### src/rtl/hkm_pkg.sv
`timescale 1ns / 1ps

package hkm_pkg;

    localparam int MATRIX_ROWS = 8;
    localparam int NUM_COLS    = 5;
    localparam int KEY_W       = 8;

    localparam logic [2:0] MAX_COL   = 3'd4;
    localparam logic [7:0] NO_KEY    = 8'd0;
    localparam logic [3:0] NO_ROW    = 4'd8;
    localparam logic [7:0] READ_NONE = 8'hFF;

    typedef enum logic [2:0] {
        CMD_PRESS   = 3'd0,
        CMD_RELEASE = 3'd1,
        CMD_ROW     = 3'd2,
        CMD_READ    = 3'd3,
        CMD_ADD     = 3'd4,
        CMD_CLEAR   = 3'd5
    } cmd_t;

    typedef enum logic [1:0] {
        ST_OK       = 2'd0,
        ST_REPLACED = 2'd1,
        ST_FULL     = 2'd2,
        ST_REJECT   = 2'd3
    } status_t;

    typedef enum logic [1:0] {
        CFG_LSHIFT = 2'd0,
        CFG_RSHIFT = 2'd1,
        CFG_ALTGR  = 2'd2
    } cfg_idx_t;

    typedef struct packed {
        logic [KEY_W-1:0] key;
        logic             shift;
        logic             altgr;
        logic [2:0]       row;
        logic [2:0]       col;
        logic             tshift;
    } map_entry_t;

    typedef struct packed {
        logic             start;
        logic [KEY_W-1:0] key;
        logic             shift;
        logic             altgr;
    } map_req_t;

    typedef struct packed {
        logic       en;
        logic       clear;
        map_entry_t entry;
    } map_wr_t;

    typedef struct packed {
        logic       done;
        logic       found;
        logic       free_found;
        map_entry_t entry;
    } map_rsp_t;

    typedef struct packed {
        logic             push;
        logic             remove;
        logic [KEY_W-1:0] key;
        logic             shift;
    } held_cmd_t;

endpackage

### src/rtl/hkm_if.sv
`timescale 1ns / 1ps

interface hkm_in_if;
    logic       valid;
    logic       ready;
    logic [2:0] command;
    logic [7:0] host_key;
    logic       host_shift;
    logic       host_altgr;
    logic [2:0] target_row;
    logic [2:0] target_col;
    logic       target_shift;
    logic [7:0] row_select;

    modport source (
        output valid, command, host_key, host_shift, host_altgr,
               target_row, target_col, target_shift, row_select,
        input  ready
    );
    modport sink (
        input  valid, command, host_key, host_shift, host_altgr,
               target_row, target_col, target_shift, row_select,
        output ready
    );
endinterface

interface hkm_out_if;
    logic       valid;
    logic       ready;
    logic [7:0] read_data;
    logic [1:0] status;

    modport source (output valid, read_data, status, input ready);
    modport sink (input valid, read_data, status, output ready);
endinterface

interface hkm_cfg_if;
    logic       valid;
    logic       ready;
    logic [1:0] index;
    logic [7:0] data;

    modport source (output valid, index, data, input ready);
    modport sink (input valid, index, data, output ready);
endinterface

### src/rtl/hkm_map.sv
`timescale 1ns / 1ps

module hkm_map
    import hkm_pkg::*;
#(
    parameter int MAP_DEPTH = 128,
    localparam int IDX_W    = $clog2(MAP_DEPTH)
)
(
    input  logic             clk,
    input  logic             rst_n,
    input  map_req_t         req,
    input  map_wr_t          wr,
    input  logic [IDX_W-1:0] wr_idx,
    output map_rsp_t         rsp,
    output logic [IDX_W-1:0] match_idx,
    output logic [IDX_W-1:0] free_idx
);

    map_entry_t         mem [MAP_DEPTH];
    logic [MAP_DEPTH-1:0] valid_reg;

    logic               busy_reg;
    logic [IDX_W:0]     issue_reg;
    logic               pipe_vld_reg;
    map_entry_t         rd_entry_reg;
    logic               rd_valid_reg;
    logic [IDX_W-1:0]   rd_idx_reg;

    logic [KEY_W-1:0]   key_reg;
    logic               shift_reg;
    logic               altgr_reg;

    logic               done_reg;
    logic               found_reg;
    logic               free_found_reg;
    map_entry_t         match_entry_reg;
    logic [IDX_W-1:0]   match_idx_reg;
    logic [IDX_W-1:0]   free_idx_reg;

    logic               cmp_en;
    logic               hit;
    logic               last;
    logic               issuing;

    // one compare per cycle against the registered read beat
    assign cmp_en  = busy_reg && pipe_vld_reg;
    assign hit     = cmp_en && rd_valid_reg && rd_entry_reg.key == key_reg
                     && rd_entry_reg.shift == shift_reg
                     && rd_entry_reg.altgr == altgr_reg;
    assign last    = cmp_en && rd_idx_reg == IDX_W'(MAP_DEPTH - 1);
    assign issuing = busy_reg && !hit && !last
                     && issue_reg < (IDX_W + 1)'(MAP_DEPTH);

    always_ff @(posedge clk)
    begin
        if (wr.en)
        begin
            mem[wr_idx] <= wr.entry;
        end
        if (issuing)
        begin
            rd_entry_reg <= mem[issue_reg[IDX_W-1:0]];
            rd_valid_reg <= valid_reg[issue_reg[IDX_W-1:0]];
            rd_idx_reg   <= issue_reg[IDX_W-1:0];
        end
    end

    always_ff @(posedge clk or negedge rst_n)
    begin
        if (!rst_n)
        begin
            valid_reg      <= '0;
            busy_reg       <= 1'b0;
            issue_reg      <= '0;
            pipe_vld_reg   <= 1'b0;
            done_reg       <= 1'b0;
            found_reg      <= 1'b0;
            free_found_reg <= 1'b0;
        end
        else
        begin
            done_reg <= 1'b0;
            if (wr.clear)
            begin
                valid_reg <= '0;
            end
            else if (wr.en)
            begin
                valid_reg[wr_idx] <= 1'b1;
            end

            if (req.start)
            begin
                busy_reg       <= 1'b1;
                issue_reg      <= '0;
                pipe_vld_reg   <= 1'b0;
                found_reg      <= 1'b0;
                free_found_reg <= 1'b0;
                key_reg        <= req.key;
                shift_reg      <= req.shift;
                altgr_reg      <= req.altgr;
            end
            else
            begin
                pipe_vld_reg <= issuing;
                if (issuing)
                begin
                    issue_reg <= issue_reg + 1'b1;
                end
                if (cmp_en)
                begin
                    if (hit)
                    begin
                        found_reg       <= 1'b1;
                        match_idx_reg   <= rd_idx_reg;
                        match_entry_reg <= rd_entry_reg;
                    end
                    if (!rd_valid_reg && !free_found_reg)
                    begin
                        free_found_reg <= 1'b1;
                        free_idx_reg   <= rd_idx_reg;
                    end
                    if (hit || last)
                    begin
                        busy_reg <= 1'b0;
                        done_reg <= 1'b1;
                    end
                end
            end
        end
    end

    assign rsp.done       = done_reg;
    assign rsp.found      = found_reg;
    assign rsp.free_found = free_found_reg;
    assign rsp.entry      = match_entry_reg;
    assign match_idx      = match_idx_reg;
    assign free_idx       = free_idx_reg;

endmodule

### src/rtl/hkm_held.sv
`timescale 1ns / 1ps

module hkm_held
    import hkm_pkg::*;
#(
    parameter int HELD_DEPTH = 8,
    localparam int HW        = $clog2(HELD_DEPTH),
    localparam int CW        = $clog2(HELD_DEPTH + 1)
)
(
    input  logic             clk,
    input  logic             rst_n,
    input  held_cmd_t        cmd,
    input  logic [HW-1:0]    rm_idx,
    input  logic [KEY_W-1:0] find_key,
    output logic             find_hit,
    output logic [HW-1:0]    find_idx,
    output logic             find_shift,
    output logic             full
);

    logic [KEY_W-1:0] key_reg   [HELD_DEPTH];
    logic             shift_reg [HELD_DEPTH];
    logic [CW-1:0]    count_reg;

    always_comb
    begin
        find_hit = 1'b0;
        find_idx = '0;
        for (int i = HELD_DEPTH - 1; i >= 0; i--)
        begin
            if (CW'(i) < count_reg && key_reg[i] == find_key)
            begin
                find_hit = 1'b1;
                find_idx = HW'(i);
            end
        end
    end

    assign find_shift = shift_reg[find_idx];
    assign full       = count_reg == CW'(HELD_DEPTH);

    always_ff @(posedge clk)
    begin
        if (cmd.push)
        begin
            key_reg[count_reg[HW-1:0]]   <= cmd.key;
            shift_reg[count_reg[HW-1:0]] <= cmd.shift;
        end
        else if (cmd.remove)
        begin
            for (int j = 0; j < HELD_DEPTH - 1; j++)
            begin
                if (HW'(j) >= rm_idx)
                begin
                    key_reg[j]   <= key_reg[j+1];
                    shift_reg[j] <= shift_reg[j+1];
                end
            end
        end
    end

    always_ff @(posedge clk or negedge rst_n)
    begin
        if (!rst_n)
        begin
            count_reg <= '0;
        end
        else if (cmd.push)
        begin
            count_reg <= count_reg + 1'b1;
        end
        else if (cmd.remove)
        begin
            count_reg <= count_reg - 1'b1;
        end
    end

endmodule

### src/rtl/host_key_to_scan_matrix.sv
// Path: row write, read, clear map and key events with no map lookup go from accept
// through dispatch and finish to the output register; other press, release and add map beats
// also walk the map in search, one entry a cycle. Flow: one beat at a time; the next beat is
// taken once back in idle, later while the previous result waits in the output register.
// Reset: matrix cleared, no row selected, held list and map empty; map memory data is
// not cleared, only its per-entry valid flops.
`timescale 1ns / 1ps

module host_key_to_scan_matrix
    import hkm_pkg::*;
#(
    parameter int MAP_DEPTH  = 128,
    parameter int HELD_DEPTH = 8
)
(
    input logic       clk,
    input logic       rst_n,
    hkm_in_if.sink    key_in,
    hkm_out_if.source res_out,
    hkm_cfg_if.sink   cfg
);

    localparam int MIW = $clog2(MAP_DEPTH);
    localparam int HIW = $clog2(HELD_DEPTH);

    typedef enum logic [1:0] {
        S_IDLE,
        S_DISPATCH,
        S_SEARCH,
        S_FINISH
    } state_t;

    state_t           state_reg;
    cmd_t             cmd_reg;
    logic [KEY_W-1:0] key_reg;
    logic             hsh_reg;
    logic             hag_reg;
    logic [2:0]       trow_reg;
    logic [2:0]       tcol_reg;
    logic             tsh_reg;
    logic [7:0]       rsel_reg;

    logic [KEY_W-1:0] lshift_reg;
    logic [KEY_W-1:0] rshift_reg;
    logic [KEY_W-1:0] altgr_reg;

    logic [NUM_COLS-1:0] matrix_reg [MATRIX_ROWS];
    logic [3:0]          scan_row_reg;
    logic                shift_held_reg;
    logic [HIW-1:0]      held_idx_reg;

    logic [7:0] res_data_reg;
    status_t    res_status_reg;
    logic       out_valid_reg;
    logic [7:0] out_data_reg;
    status_t    out_status_reg;

    logic [7:0] disp_data;
    status_t    disp_status;

    map_req_t       map_req;
    map_wr_t        map_wr;
    map_rsp_t       map_rsp;
    logic [MIW-1:0] map_wr_idx;
    logic [MIW-1:0] match_idx;
    logic [MIW-1:0] free_idx;

    held_cmd_t      held_cmd;
    logic           held_hit;
    logic [HIW-1:0] held_idx;
    logic           held_shift;
    logic           held_full;

    logic                is_shift;
    logic [NUM_COLS-1:0] mat_press [MATRIX_ROWS];
    logic [NUM_COLS-1:0] mat_rel   [MATRIX_ROWS];

    function automatic logic [3:0] first_zero(input logic [7:0] sel);
        logic [3:0] r;
        r = NO_ROW;
        for (int b = 7; b >= 0; b--)
        begin
            if (!sel[b])
            begin
                r = 4'(b);
            end
        end
        return r;
    endfunction

    function automatic logic [NUM_COLS-1:0] col_mask(input logic [2:0] col);
        logic [NUM_COLS-1:0] m;
        m = '0;
        for (int c = 0; c < NUM_COLS; c++)
        begin
            if (col == 3'(c))
            begin
                m[c] = 1'b1;
            end
        end
        return m;
    endfunction

    assign is_shift = key_reg == lshift_reg || key_reg == rshift_reg;

    always_comb
    begin
        map_req.start = 1'b0;
        if (state_reg == S_DISPATCH && key_reg != NO_KEY && !is_shift)
        begin
            case (cmd_reg)
                CMD_PRESS:   map_req.start = !held_full;
                CMD_RELEASE: map_req.start = key_reg != altgr_reg && held_hit;
                default:     map_req.start = 1'b0;
            endcase
        end
        if (state_reg == S_DISPATCH && cmd_reg == CMD_ADD && key_reg != NO_KEY
            && tcol_reg <= MAX_COL)
        begin
            map_req.start = 1'b1;
        end
        map_req.key = key_reg;
        case (cmd_reg)
            CMD_PRESS:   map_req.shift = shift_held_reg;
            CMD_RELEASE: map_req.shift = held_shift;
            default:     map_req.shift = hsh_reg;
        endcase
        map_req.altgr = cmd_reg == CMD_ADD ? hag_reg : 1'b0;
    end

    always_comb
    begin
        map_wr.en = state_reg == S_SEARCH && map_rsp.done && cmd_reg == CMD_ADD
                    && (map_rsp.found || map_rsp.free_found);
        map_wr.clear        = state_reg == S_DISPATCH && cmd_reg == CMD_CLEAR;
        map_wr.entry.key    = key_reg;
        map_wr.entry.shift  = hsh_reg;
        map_wr.entry.altgr  = hag_reg;
        map_wr.entry.row    = trow_reg;
        map_wr.entry.col    = tcol_reg;
        map_wr.entry.tshift = tsh_reg;
        map_wr_idx = map_rsp.found ? match_idx : free_idx;
    end

    always_comb
    begin
        held_cmd.push = state_reg == S_SEARCH && map_rsp.done && cmd_reg == CMD_PRESS
                        && map_rsp.found;
        held_cmd.remove = state_reg == S_SEARCH && map_rsp.done
                          && cmd_reg == CMD_RELEASE && map_rsp.found;
        held_cmd.key   = key_reg;
        held_cmd.shift = shift_held_reg;
    end

    // result of commands settled without a map walk
    always_comb
    begin
        disp_data   = '0;
        disp_status = ST_OK;
        case (cmd_reg)
            CMD_PRESS:
            begin
                if (key_reg == NO_KEY || (!is_shift && held_full))
                begin
                    disp_status = ST_REJECT;
                end
            end
            CMD_RELEASE:
            begin
                if (key_reg == NO_KEY
                    || (!is_shift && key_reg != altgr_reg && !held_hit))
                begin
                    disp_status = ST_REJECT;
                end
            end
            CMD_READ:
            begin
                if (scan_row_reg[3])
                begin
                    disp_data = READ_NONE;
                end
                else
                begin
                    disp_data = {3'b111, ~matrix_reg[scan_row_reg[2:0]]};
                end
            end
            CMD_ADD:
            begin
                if (key_reg == NO_KEY || tcol_reg > MAX_COL)
                begin
                    disp_status = ST_REJECT;
                end
            end
            default:
            begin
            end
        endcase
    end

    // press: shift key follows entry flag, then mapped key set
    // release: mapped key lifted, then shift key follows host shift
    always_comb
    begin
        mat_press = matrix_reg;
        mat_press[0][0] = map_rsp.entry.tshift;
        mat_press[map_rsp.entry.row] = mat_press[map_rsp.entry.row]
                                       | col_mask(map_rsp.entry.col);
        mat_rel = matrix_reg;
        mat_rel[map_rsp.entry.row] = mat_rel[map_rsp.entry.row]
                                     & ~col_mask(map_rsp.entry.col);
        mat_rel[0][0] = shift_held_reg;
    end

    hkm_map #(
        .MAP_DEPTH (MAP_DEPTH)
    ) u_map (
        .clk       (clk),
        .rst_n     (rst_n),
        .req       (map_req),
        .wr        (map_wr),
        .wr_idx    (map_wr_idx),
        .rsp       (map_rsp),
        .match_idx (match_idx),
        .free_idx  (free_idx)
    );

    hkm_held #(
        .HELD_DEPTH (HELD_DEPTH)
    ) u_held (
        .clk        (clk),
        .rst_n      (rst_n),
        .cmd        (held_cmd),
        .rm_idx     (held_idx_reg),
        .find_key   (key_reg),
        .find_hit   (held_hit),
        .find_idx   (held_idx),
        .find_shift (held_shift),
        .full       (held_full)
    );

    assign key_in.ready      = state_reg == S_IDLE;
    assign cfg.ready         = 1'b1;
    assign res_out.valid     = out_valid_reg;
    assign res_out.read_data = out_data_reg;
    assign res_out.status    = out_status_reg;

    always_ff @(posedge clk or negedge rst_n)
    begin
        if (!rst_n)
        begin
            lshift_reg <= '0;
            rshift_reg <= '0;
            altgr_reg  <= '0;
        end
        else if (cfg.valid)
        begin
            case (cfg_idx_t'(cfg.index))
                CFG_LSHIFT: lshift_reg <= cfg.data;
                CFG_RSHIFT: rshift_reg <= cfg.data;
                CFG_ALTGR:  altgr_reg  <= cfg.data;
                default:    ;
            endcase
        end
    end

    always_ff @(posedge clk or negedge rst_n)
    begin
        if (!rst_n)
        begin
            state_reg      <= S_IDLE;
            scan_row_reg   <= NO_ROW;
            shift_held_reg <= 1'b0;
            out_valid_reg  <= 1'b0;
            for (int r = 0; r < MATRIX_ROWS; r++)
            begin
                matrix_reg[r] <= '0;
            end
        end
        else
        begin
            if (state_reg == S_FINISH && (!out_valid_reg || res_out.ready))
            begin
                out_valid_reg <= 1'b1;
            end
            else if (out_valid_reg && res_out.ready)
            begin
                out_valid_reg <= 1'b0;
            end
            case (state_reg)
                S_IDLE:
                begin
                    if (key_in.valid)
                    begin
                        cmd_reg   <= cmd_t'(key_in.command);
                        key_reg   <= key_in.host_key;
                        hsh_reg   <= key_in.host_shift;
                        hag_reg   <= key_in.host_altgr;
                        trow_reg  <= key_in.target_row;
                        tcol_reg  <= key_in.target_col;
                        tsh_reg   <= key_in.target_shift;
                        rsel_reg  <= key_in.row_select;
                        state_reg <= S_DISPATCH;
                    end
                end
                S_DISPATCH:
                begin
                    res_data_reg   <= disp_data;
                    res_status_reg <= disp_status;
                    held_idx_reg   <= held_idx;
                    state_reg      <= map_req.start ? S_SEARCH : S_FINISH;
                    case (cmd_reg)
                        CMD_PRESS:
                        begin
                            if (key_reg != NO_KEY && is_shift)
                            begin
                                shift_held_reg   <= 1'b1;
                                matrix_reg[0][0] <= 1'b1;
                            end
                        end
                        CMD_RELEASE:
                        begin
                            if (key_reg != NO_KEY && is_shift)
                            begin
                                shift_held_reg   <= 1'b0;
                                matrix_reg[0][0] <= 1'b0;
                            end
                        end
                        CMD_ROW:
                        begin
                            scan_row_reg <= first_zero(rsel_reg);
                        end
                        default:
                        begin
                        end
                    endcase
                end
                S_SEARCH:
                begin
                    if (map_rsp.done)
                    begin
                        state_reg <= S_FINISH;
                        case (cmd_reg)
                            CMD_PRESS:
                            begin
                                if (map_rsp.found)
                                begin
                                    matrix_reg <= mat_press;
                                end
                                else
                                begin
                                    res_status_reg <= ST_REJECT;
                                end
                            end
                            CMD_RELEASE:
                            begin
                                if (map_rsp.found)
                                begin
                                    matrix_reg <= mat_rel;
                                end
                                else
                                begin
                                    res_status_reg <= ST_REJECT;
                                end
                            end
                            CMD_ADD:
                            begin
                                if (map_rsp.found)
                                begin
                                    res_status_reg <= ST_REPLACED;
                                end
                                else if (!map_rsp.free_found)
                                begin
                                    res_status_reg <= ST_FULL;
                                end
                            end
                            default:
                            begin
                            end
                        endcase
                    end
                end
                S_FINISH:
                begin
                    if (!out_valid_reg || res_out.ready)
                    begin
                        out_data_reg   <= res_data_reg;
                        out_status_reg <= res_status_reg;
                        state_reg      <= S_IDLE;
                    end
                end
                default:
                begin
                    state_reg <= S_IDLE;
                end
            endcase
        end
    end

endmodule

### src/flat_wrapper.sv
// flat-port wrapper written by rule: the top's interface ports become plain ports
module host_key_to_scan_matrix_flat import hkm_pkg::*;
#(
    parameter int MAP_DEPTH  = 128,
    parameter int HELD_DEPTH = 8
)
  (clk, rst_n, key_in_valid, key_in_command, key_in_host_key, key_in_host_shift, key_in_host_altgr, key_in_target_row, key_in_target_col, key_in_target_shift, key_in_row_select, key_in_ready, res_out_valid, res_out_read_data, res_out_status, res_out_ready, cfg_valid, cfg_index, cfg_data, cfg_ready);
  hkm_in_if key_in_i ();
  hkm_out_if res_out_i ();
  hkm_cfg_if cfg_i ();
  input logic clk;
  input logic rst_n;
  input wire logic [$bits(key_in_i.valid)-1:0] key_in_valid;
  input wire logic [$bits(key_in_i.command)-1:0] key_in_command;
  input wire logic [$bits(key_in_i.host_key)-1:0] key_in_host_key;
  input wire logic [$bits(key_in_i.host_shift)-1:0] key_in_host_shift;
  input wire logic [$bits(key_in_i.host_altgr)-1:0] key_in_host_altgr;
  input wire logic [$bits(key_in_i.target_row)-1:0] key_in_target_row;
  input wire logic [$bits(key_in_i.target_col)-1:0] key_in_target_col;
  input wire logic [$bits(key_in_i.target_shift)-1:0] key_in_target_shift;
  input wire logic [$bits(key_in_i.row_select)-1:0] key_in_row_select;
  output wire logic [$bits(key_in_i.ready)-1:0] key_in_ready;
  output wire logic [$bits(res_out_i.valid)-1:0] res_out_valid;
  output wire logic [$bits(res_out_i.read_data)-1:0] res_out_read_data;
  output wire logic [$bits(res_out_i.status)-1:0] res_out_status;
  input wire logic [$bits(res_out_i.ready)-1:0] res_out_ready;
  input wire logic [$bits(cfg_i.valid)-1:0] cfg_valid;
  input wire logic [$bits(cfg_i.index)-1:0] cfg_index;
  input wire logic [$bits(cfg_i.data)-1:0] cfg_data;
  output wire logic [$bits(cfg_i.ready)-1:0] cfg_ready;
  assign key_in_i.valid = key_in_valid;
  assign key_in_i.command = key_in_command;
  assign key_in_i.host_key = key_in_host_key;
  assign key_in_i.host_shift = key_in_host_shift;
  assign key_in_i.host_altgr = key_in_host_altgr;
  assign key_in_i.target_row = key_in_target_row;
  assign key_in_i.target_col = key_in_target_col;
  assign key_in_i.target_shift = key_in_target_shift;
  assign key_in_i.row_select = key_in_row_select;
  assign key_in_ready = key_in_i.ready;
  assign res_out_valid = res_out_i.valid;
  assign res_out_read_data = res_out_i.read_data;
  assign res_out_status = res_out_i.status;
  assign res_out_i.ready = res_out_ready;
  assign cfg_i.valid = cfg_valid;
  assign cfg_i.index = cfg_index;
  assign cfg_i.data = cfg_data;
  assign cfg_ready = cfg_i.ready;
  host_key_to_scan_matrix #(.MAP_DEPTH(MAP_DEPTH), .HELD_DEPTH(HELD_DEPTH)) u_core (.clk(clk), .rst_n(rst_n), .key_in(key_in_i), .res_out(res_out_i), .cfg(cfg_i));
endmodule
### config.mk
export PLATFORM = sky130hd
export DESIGN_NAME = host_key_to_scan_matrix_flat
export DESIGN_NICKNAME = d
export VERILOG_FILES = /design/src/rtl/hkm_pkg.sv /design/src/rtl/hkm_if.sv /design/src/rtl/hkm_map.sv /design/src/rtl/hkm_held.sv /design/src/rtl/host_key_to_scan_matrix.sv /design/src/flat_wrapper.sv
export SDC_FILE = /design/constraint.sdc
export NUM_CORES = 2
export LEC_CHECK = 0
export BUFFER_PORTS_ARGS = -buffer_cell sky130_fd_sc_hd__buf_2
export CAP_MARGIN = 20
export CORE_AREA = 2 2 505 507
export DETAILED_ROUTE_END_ITERATION = 10
export DIE_AREA = 0 0 507 509
export PLACE_DENSITY_LB_ADDON = 0.1
export SETUP_SLACK_MARGIN = 0.1
export SYNTH_ARGS = -nofsm -noshare
export SYNTH_HDL_FRONTEND = slang
export SYNTH_SLANG_ARGS = --single-unit
### constraint.sdc
create_clock -name clk -period 7.96 [get_ports clk]
set_clock_uncertainty 0.1 [all_clocks]
set_input_delay 0.398 -clock clk [delete_from_list [all_inputs] [get_ports clk]]
set_output_delay 0.398 -clock clk [all_outputs]
set_load 0.02 [all_outputs]
Word-level counts from Yosys, hierarchy flattened
Memories as Yosys holds them, arrays and structs flattened. A register that Yosys moved wholly into a read port is not among the register bits.
Index checks and enable logic that the tools add are counted.
{"block": "totals", "n_memories": 3, "elab_cells": 357, "out_inout_bits": 13, "ff_bits": 307, "ram_bits": 2248, "in_bits": 43}
{"memory": "u_core.u_map.mem", "depth": 128, "word_bits": 17, "read_ports": 1, "rd_clocked_by_memory_dff": 1, "wr": 1, "line": "hkm_map.sv:20", "source": "map_entry_t mem [MAP_DEPTH];"}
{"memory": "u_core.u_held.key_reg", "depth": 8, "word_bits": 8, "read_ports": 8, "rd_clocked_by_memory_dff": 0, "wr": 7, "line": "hkm_held.sv:22", "source": "logic [KEY_W-1:0] key_reg [HELD_DEPTH];"}
{"memory": "u_core.u_held.shift_reg", "depth": 8, "word_bits": 1, "read_ports": 8, "rd_clocked_by_memory_dff": 0, "wr": 7, "line": "hkm_held.sv:23", "source": "logic shift_reg [HELD_DEPTH];"}
{"block": "op_classes", "muxes": 134, "order_cmp": 24, "n_reduce_logical": 92, "bitwise": 8, "n_eq_ne": 46, "add_sub_neg": 3}
{"cell": "$mux 128", "n": 2}
{"cell": "$or 128x128->128", "n": 1}
{"cell": "$eq 8x8->1", "n": 11}
{"cell": "$bwmux 40", "n": 2}
{"cell": "$mux 40", "n": 2}
{"cell": "$pmux 40 s2", "n": 1}
{"cell": "$mux 1", "n": 70}
{"cell": "$bmux 5 s3", "n": 3}
{"cell": "$logic_and 1x1->1", "n": 40}
{"cell": "$mux 4", "n": 10}
{"cell": "$mux 5", "n": 8}
{"cell": "$mux 36", "n": 1}
{"cell": "$mux 3", "n": 10}
{"cell": "$mux 8", "n": 3}
{"cell": "$ne 3x3->1 const B", "n": 7}
{"cell": "$mux 2", "n": 10}
{"cell": "$reduce_bool 2->1", "n": 10}
{"cell": "$reduce_and 2->1", "n": 9}
{"cell": "$lt 3x4->1 const A", "n": 4}
{"cell": "$lt 7x8->1 const B", "n": 2}
{"cell": "$demux 5 s3", "n": 1}
{"cell": "$ne 2x2->1 const B", "n": 7}
{"cell": "$eq 3x2->1 const B", "n": 4}
{"cell": "$reduce_and 4->1", "n": 3}
{"cell": "49 further kinds", "n": 86}

Longest topological paths before layout
An unclocked memory read counts as a cell.
{"block": "depth", "depth_word": 17, "mapped_depth": 12, "ltp_nobuf": 10}

Hierarchy
A second synthesis with hierarchy kept.
{"block": "hier_totals", "cells_unflattened": 4693, "area_unflattened_um2": 101270.9}
{"mod": "hkm_map", "area_each_um2": 91016.0, "seq_area_each_um2": 70853.0, "n_inst": 1, "cells_per_inst": 3845}
{"mod": "host_key_to_scan_matrix", "area_each_um2": 6009.5, "seq_area_each_um2": 3214.3, "n_inst": 1, "cells_per_inst": 445}
{"mod": "hkm_held", "area_each_um2": 4245.3, "seq_area_each_um2": 2262.2, "n_inst": 1, "cells_per_inst": 403}

Worst setup path after synthesis
Ideal clock, no wire load.
{"block": "synth_path", "path_type": "register -> register", "from": "register u_core.key_reg[6]", "to": "register u_core.u_map.free_idx_reg[0] (netlist: u_core.u_map.free_idx[0]) (enable)", "t_required_ps": 7470, "stages_incl_launch_ff": 11, "period_less_slack_ps": 5005, "slack_ps": 2955, "path_buffers": 2, "t_arrival_ps": 4514, "setup_time_ps": 390, "path_cell_list": "edfxtp_1 -> buf_2 -> buf_2 -> xor2_1 -> nor4_1 -> nand4_1 -> nor4bb_1 -> a21boi_0 -> o21ai_0 -> a21oi_1 -> nor4bb_1"}
{"block": "synth_between", "elab_chain_cells": 16, "elab_cells_between_ends": 40, "cone_classes": "eq/ne (11); mux (11); bitwise (1); reduce/logical (17)"}
{"element": "start: declaration", "line": "host_key_to_scan_matrix.sv:35", "source": "logic [KEY_W-1:0] key_reg;"}
{"element": "start signal: assignment", "line": "host_key_to_scan_matrix.sv:295", "source": "key_reg <= key_in.host_key;"}
{"element": "$eq 8x8->1", "line": "hkm_held.sv:32", "source": "if (CW'(i) < count_reg && key_reg[i] == find_key)"}
{"element": "$logic_and 1x1->1", "line": "hkm_held.sv:32"}
{"element": "$mux 1 (8 in a row)", "line": "hkm_held.sv:32"}
{"element": "$logic_and 1x1->1", "line": "host_key_to_scan_matrix.sv:113", "source": "CMD_RELEASE: map_req.start = key_reg != altgr_reg && held_hit;"}
{"element": "$pmux 1 s2", "line": "host_key_to_scan_matrix.sv:111", "source": "case (cmd_reg)"}
{"element": "$mux 1", "line": "host_key_to_scan_matrix.sv:109", "source": "if (state_reg == S_DISPATCH && key_reg != NO_KEY && !is_shift)"}
{"element": "$mux 1 *", "line": "host_key_to_scan_matrix.sv:117", "source": "if (state_reg == S_DISPATCH && cmd_reg == CMD_ADD && key_reg != NO_KEY"}
{"element": "$not 1->1 (no line) *"}
{"element": "$reduce_and 4->1 (no line) *"}
{"element": "end signal: assignment", "line": "hkm_map.sv:122", "source": "free_idx_reg <= rd_idx_reg;"}
{"element": "end: declaration", "line": "hkm_map.sv:39", "source": "logic [IDX_W-1:0] free_idx_reg;"}
Mark *: on every way between the ends. The rest lies on a longest branch, timed or not.
A chain may end at the register's enable or synchronous reset.

Final worst setup path
{"block": "layout_path", "from": "register u_core.u_map.found_reg", "to": "memory u_core.u_map.mem[29][6] (netlist bit) (enable)"}
{"block": "layout_between", "elab_chain_cells": 4, "elab_cells_between_ends": 5, "cone_classes": "mux (3); reduce/logical (2)"}
{"element": "start: declaration", "line": "hkm_map.sv:35", "source": "logic found_reg;"}
{"element": "start signal: assignment", "line": "hkm_map.sv:78", "source": "found_reg <= 1'b0;"}
{"element": "start signal: assignment", "line": "hkm_map.sv:98", "source": "found_reg <= 1'b0;"}
{"element": "start signal: assignment", "line": "hkm_map.sv:115", "source": "found_reg <= 1'b1;"}
{"element": "$logic_or 1x1->1", "line": "host_key_to_scan_matrix.sv:134", "source": "&& (map_rsp.found || map_rsp.free_found);"}
{"element": "$logic_and 1x1->1", "line": "host_key_to_scan_matrix.sv:134"}
{"element": "$mux 1", "line": "hkm_map.sv:57", "source": "if (wr.en)"}
{"element": "$mux 1 (not written as such)", "line": "hkm_map.sv:59", "source": "mem[wr_idx] <= wr.entry;"}
{"element": "end: declaration", "line": "hkm_map.sv:20"}
Several ways; a longest one is shown, not always the timed one.

==> metrics.md <==
| Metric | Value |
|---|---|
| Die height | `509 µm` |
| CORE AREA | `0.253 mm²` |
| YS warnings | `0` |
| Fin nets | `4,949` |
| Antenna violations before repair | `32` |
| CP most frequent cell | `nand2_1` |
| Vias after detailed routing | `47,800` |
| WP data required | `8.40 ns` |
| Pin count of the biggest net entering global routing | `144` |
| CTS tree | `done` |
| Switch share | `0.289` |
| Post-DP HPWL | `166,000 µm` |
| Synth Register Bits | `2,568` |
| Die X | `507 µm` |
| Post-synth EDFFs | `2,351` |
| Most common cell after layout, fill and taps aside | `edfxtp_1` |
| Register area share after synthesis | `0.756` |
| Worst Setup End Kind | `register` |
| Crit-path slowest cell | `nor2_2` |
| Top Usage Layer GRT | `met2` |
| HP Class | `input pin to register` |
| Fin cells | `8,482` |
| CP Cell Sequence | `inv_1, nand2_1, o21ai_1, nand2_1, nor2_2` |
| Routed length per instance | `32.2 µm` |
| Met2 usage | `0.332` |
| Critical Path AT | `4.92 ns` |
| Most frequent cells in the layout | `edfxtp_1, mux4_2, clkbuf_16` |
| Delay-heaviest family, CP | `simple AND/OR/NAND/NOR gates` |
| Root Driver | `clkbuf_16` |
| Library cells used by synthesis | `59` |
| Place WS | `3.49 ns` |
| Critical path buffers and inverters | `1` |
| Mapped Nets | `4,582` |
| Total gr overflow | `0` |
| Syn Std Cell Area | `0.101 mm²` |
| Core Rows | `185` |
| Largest family of logic cells by synthesized area | `multiplexers` |
| Compound-cell area share of the yosys netlist | `0.0182` |
| Total power draw | `37.5 mW` |
| Leakage Power | `37.4 nW` |
| Final hold vios | `0` |
| Crit share post-route | `0.563` |
| Final WS setup | `3.48 ns` |
| Post-Route Utilization | `0.462` |
| Initial Util | `0.398` |
| Routability cong. | `0.798` |
| Max FFs per register | `2,176` |
| Synth Instances | `4,530` |
| DIE AREA | `0.258 mm²` |
| I/O pins | `56` |
| Fillcell total | `21,000` |
| Max-Cap Viols | `0` |
| Psw | `10.8 mW` |
| Logic pwr share | `0.252` |
| DR iter-0 viols | `5,104` |
| Final setup viols | `0` |
| Main synth FF type | `edfxtp_1` |
| CP Class | `register to register` |
| Post-Synth Simple-Gate Area | `0.0182` |
| TNS Setup | `0 ns` |
| Post-Synth Adder-Cell Area | `0.00112` |
| Setup Fix Bufs, Post-CTS | `0` |
| Status | `completed` |
| Area grow syn2layout | `16.2%` |
| Routed WL | `273,000 µm` |
| Placed cell area | `0.107 mm²` |
| Worst-path maximum fanout | `18` |
| Clock power share | `0.335` |
| Port buffer count | `54` |
| Hold WS | `0.0769 ns` |
| Int Pwr | `26.6 mW` |
| XOR/XNOR Fraction of Synth Area | `0.00941` |
| H-tree Lvls | `5` |
| Gr usage total | `0.212` |
| Fin area | `0.117 mm²` |
| Met1 usage | `0.297` |
| Pwr dens | `321 mW/mm²` |
| DRC | `0` |
| Synth Area per Inst | `22.2 µm²` |
| Max Slew Vio Count | `0` |
| Worst Setup Start Kind | `register` |
| First-pass GRT wire length | `383,000 µm` |
| RSZ-0062 raised after global routing | `no` |
| Layout cells sized above 1 | `0.325` |
| CTS sink cnt | `2,568` |
| FF-to-FF setup slack | `3.48 ns` |
| Clock period minus worst slack | `4.48 ns` |
| CTS Buffer Depth | `4` |
| Reg clk slew, reported paths | `0.06 ns` |
| Final ANT Viol Nets | `0` |
| Slowest Stage Delay on Critical Path | `1.02 ns` |
| Peak VDD IR | `0.000313 V` |
| Drt pass-1 iters | `8` |
| Vias per cell | `5.64` |
| Placed Cells incl. Taps | `7,906` |
| Max Fclk | `0.223 GHz` |
| Max-slew headroom | `0.182` |
| Post-synth ARST share | `0.0845` |
| Clk_lat worst skew | `0.94 ns` |
| Vias in the first global route | `48,500` |
| GR Util met3 | `0.0519` |
| CTS buffer count | `296` |
| Mux share of post-synthesis cell area | `0.185` |
| Register share of total power | `0.414` |
| Tightest Pin Transition | `1.22 ns` |
[logic make-up (layout without fill, tap and decap cells)]
kind of cell | after synthesis | in the layout
DFF | 2568 | 2568
other | 1 | 13
xor gates and xnor gates | 108 | 108
muxes | 883 | 883
and+or+nand+nor | 409 | 409
adders and majority gates | 9 | 9
AOI/OAI and AO/OA | 271 | 271
buffers and inverters | 281 | 855
[timing repair]
action | 4_1_cts | 5_1_grt
setup endpoints to repair | 0 | 0
hold endpoints to repair | 222 | 0
hold buffers | 44 | 0
gates resized for setup | 0 | 0
[power groups by stage]
| stage | Clock [mW] | Combinational [mW] | Sequential [mW] |
|---|---|---|---|
| after floorplan | 0 | 6.02 | 15.5 |
| after global placement | 0 | 9.61 | 15.8 |
| after detailed placement | 0 | 9.61 | 15.8 |
| after CTS | 12.9 | 9.65 | 15.5 |
| after global routing | 13.4 | 9.89 | 15.5 |
| final | 12.5 | 9.42 | 15.5 |
[synth_stat cells (all sizes together), types with 3 or more instances]
master | n | share of area
a22o | 3 | 0.00026
a21oi | 56 | 0.0028
nand3 | 24 | 0.0012
buf | 98 | 0.0046
o31ai | 3 | 0.00022
o22ai | 3 | 0.00019
inv | 32 | 0.0012
o21ai | 35 | 0.0017
or2 | 4 | 0.00025
nand4 | 16 | 0.0010
xor2 | 34 | 0.0030
or3 | 8 | 0.00050
xnor2 | 74 | 0.0064
nor4 | 12 | 0.00075
o21a | 130 | 0.0097
a21boi | 3 | 0.00022
o211ai | 3 | 0.00022
mux4 | 774 | 0.17
nor2 | 223 | 0.0083
nor3 | 12 | 0.00060
nand2b | 4 | 0.00025
mux2i | 19 | 0.0019
edfxtp | 2351 | 0.70
a31oi | 8 | 0.00050
nand2 | 68 | 0.0025
dfrtp | 216 | 0.054
a221oi | 3 | 0.00026
a21o | 3 | 0.00022
nor4b | 6 | 0.00052
and3 | 6 | 0.00037
ha | 9 | 0.0011
clkbuf | 151 | 0.0056
o32ai | 3 | 0.00026
and2 | 6 | 0.00037
nand3b | 5 | 0.00037
mux2 | 90 | 0.010
nor2b | 7 | 0.00044
a32o | 4 | 0.00040
[final timing paths]
path | to | startpoint | cells after the start
hold / removal | u_core.rshift_reg[0]$_DFFE_PN0P_ | cfg_index[0] | 3
max in group asynchronous | u_core.u_map.valid_reg[81]$_DFFE_PN0P_ | rst_n | 5
hold reg to reg | u_core.res_out.read_data[0]$_DFFE_PP_ | u_core.res_data_reg[0]$_SDFFCE_PP0P_ | 0
min in group asynchronous | u_core.u_map.found_reg$_DFFE_PN0P_ | rst_n | 4
setup reg to reg | u_core.u_map.mem[29][6]$_DFFE_PP_ | u_core.u_map.found_reg$_DFFE_PN0P_ | 5
setup / recovery | u_core.u_map.mem[29][6]$_DFFE_PP_ | u_core.u_map.found_reg$_DFFE_PN0P_ | 5
[routing by layer]
metal	vias to the layer above	share of wire
li1	19700	-
met5	-	0.00039
met2	1435	0.48
met4	16	0.024
met3	348	0.072
met1	26300	0.43
[worst reg2reg max path: cells and delay by family (launching register included)]
kind / cells / cell delay [ns]
simple gates: 3 / 1.88
compound gates: 1 / 0.97
flops: 1 / 0.64
buf+inv: 1 / 0.50
[final cells by class]
cell class / count / area [µm²] / share of cell area
sequential: 2568 / 76000 / 0.651
multi-input combinational: 1681 / 23700 / 0.203
clock buffer: 414 / 8250 / 0.0706
tap: 3366 / 4210 / 0.0361
timing repair buffer: 318 / 3830 / 0.0328
clock inverter: 91 / 577 / 0.00494
inverter: 32 / 120 / 0.00103
antenna: 12 / 30.0 / 0.000257
(Power assumes the default switching activity.)
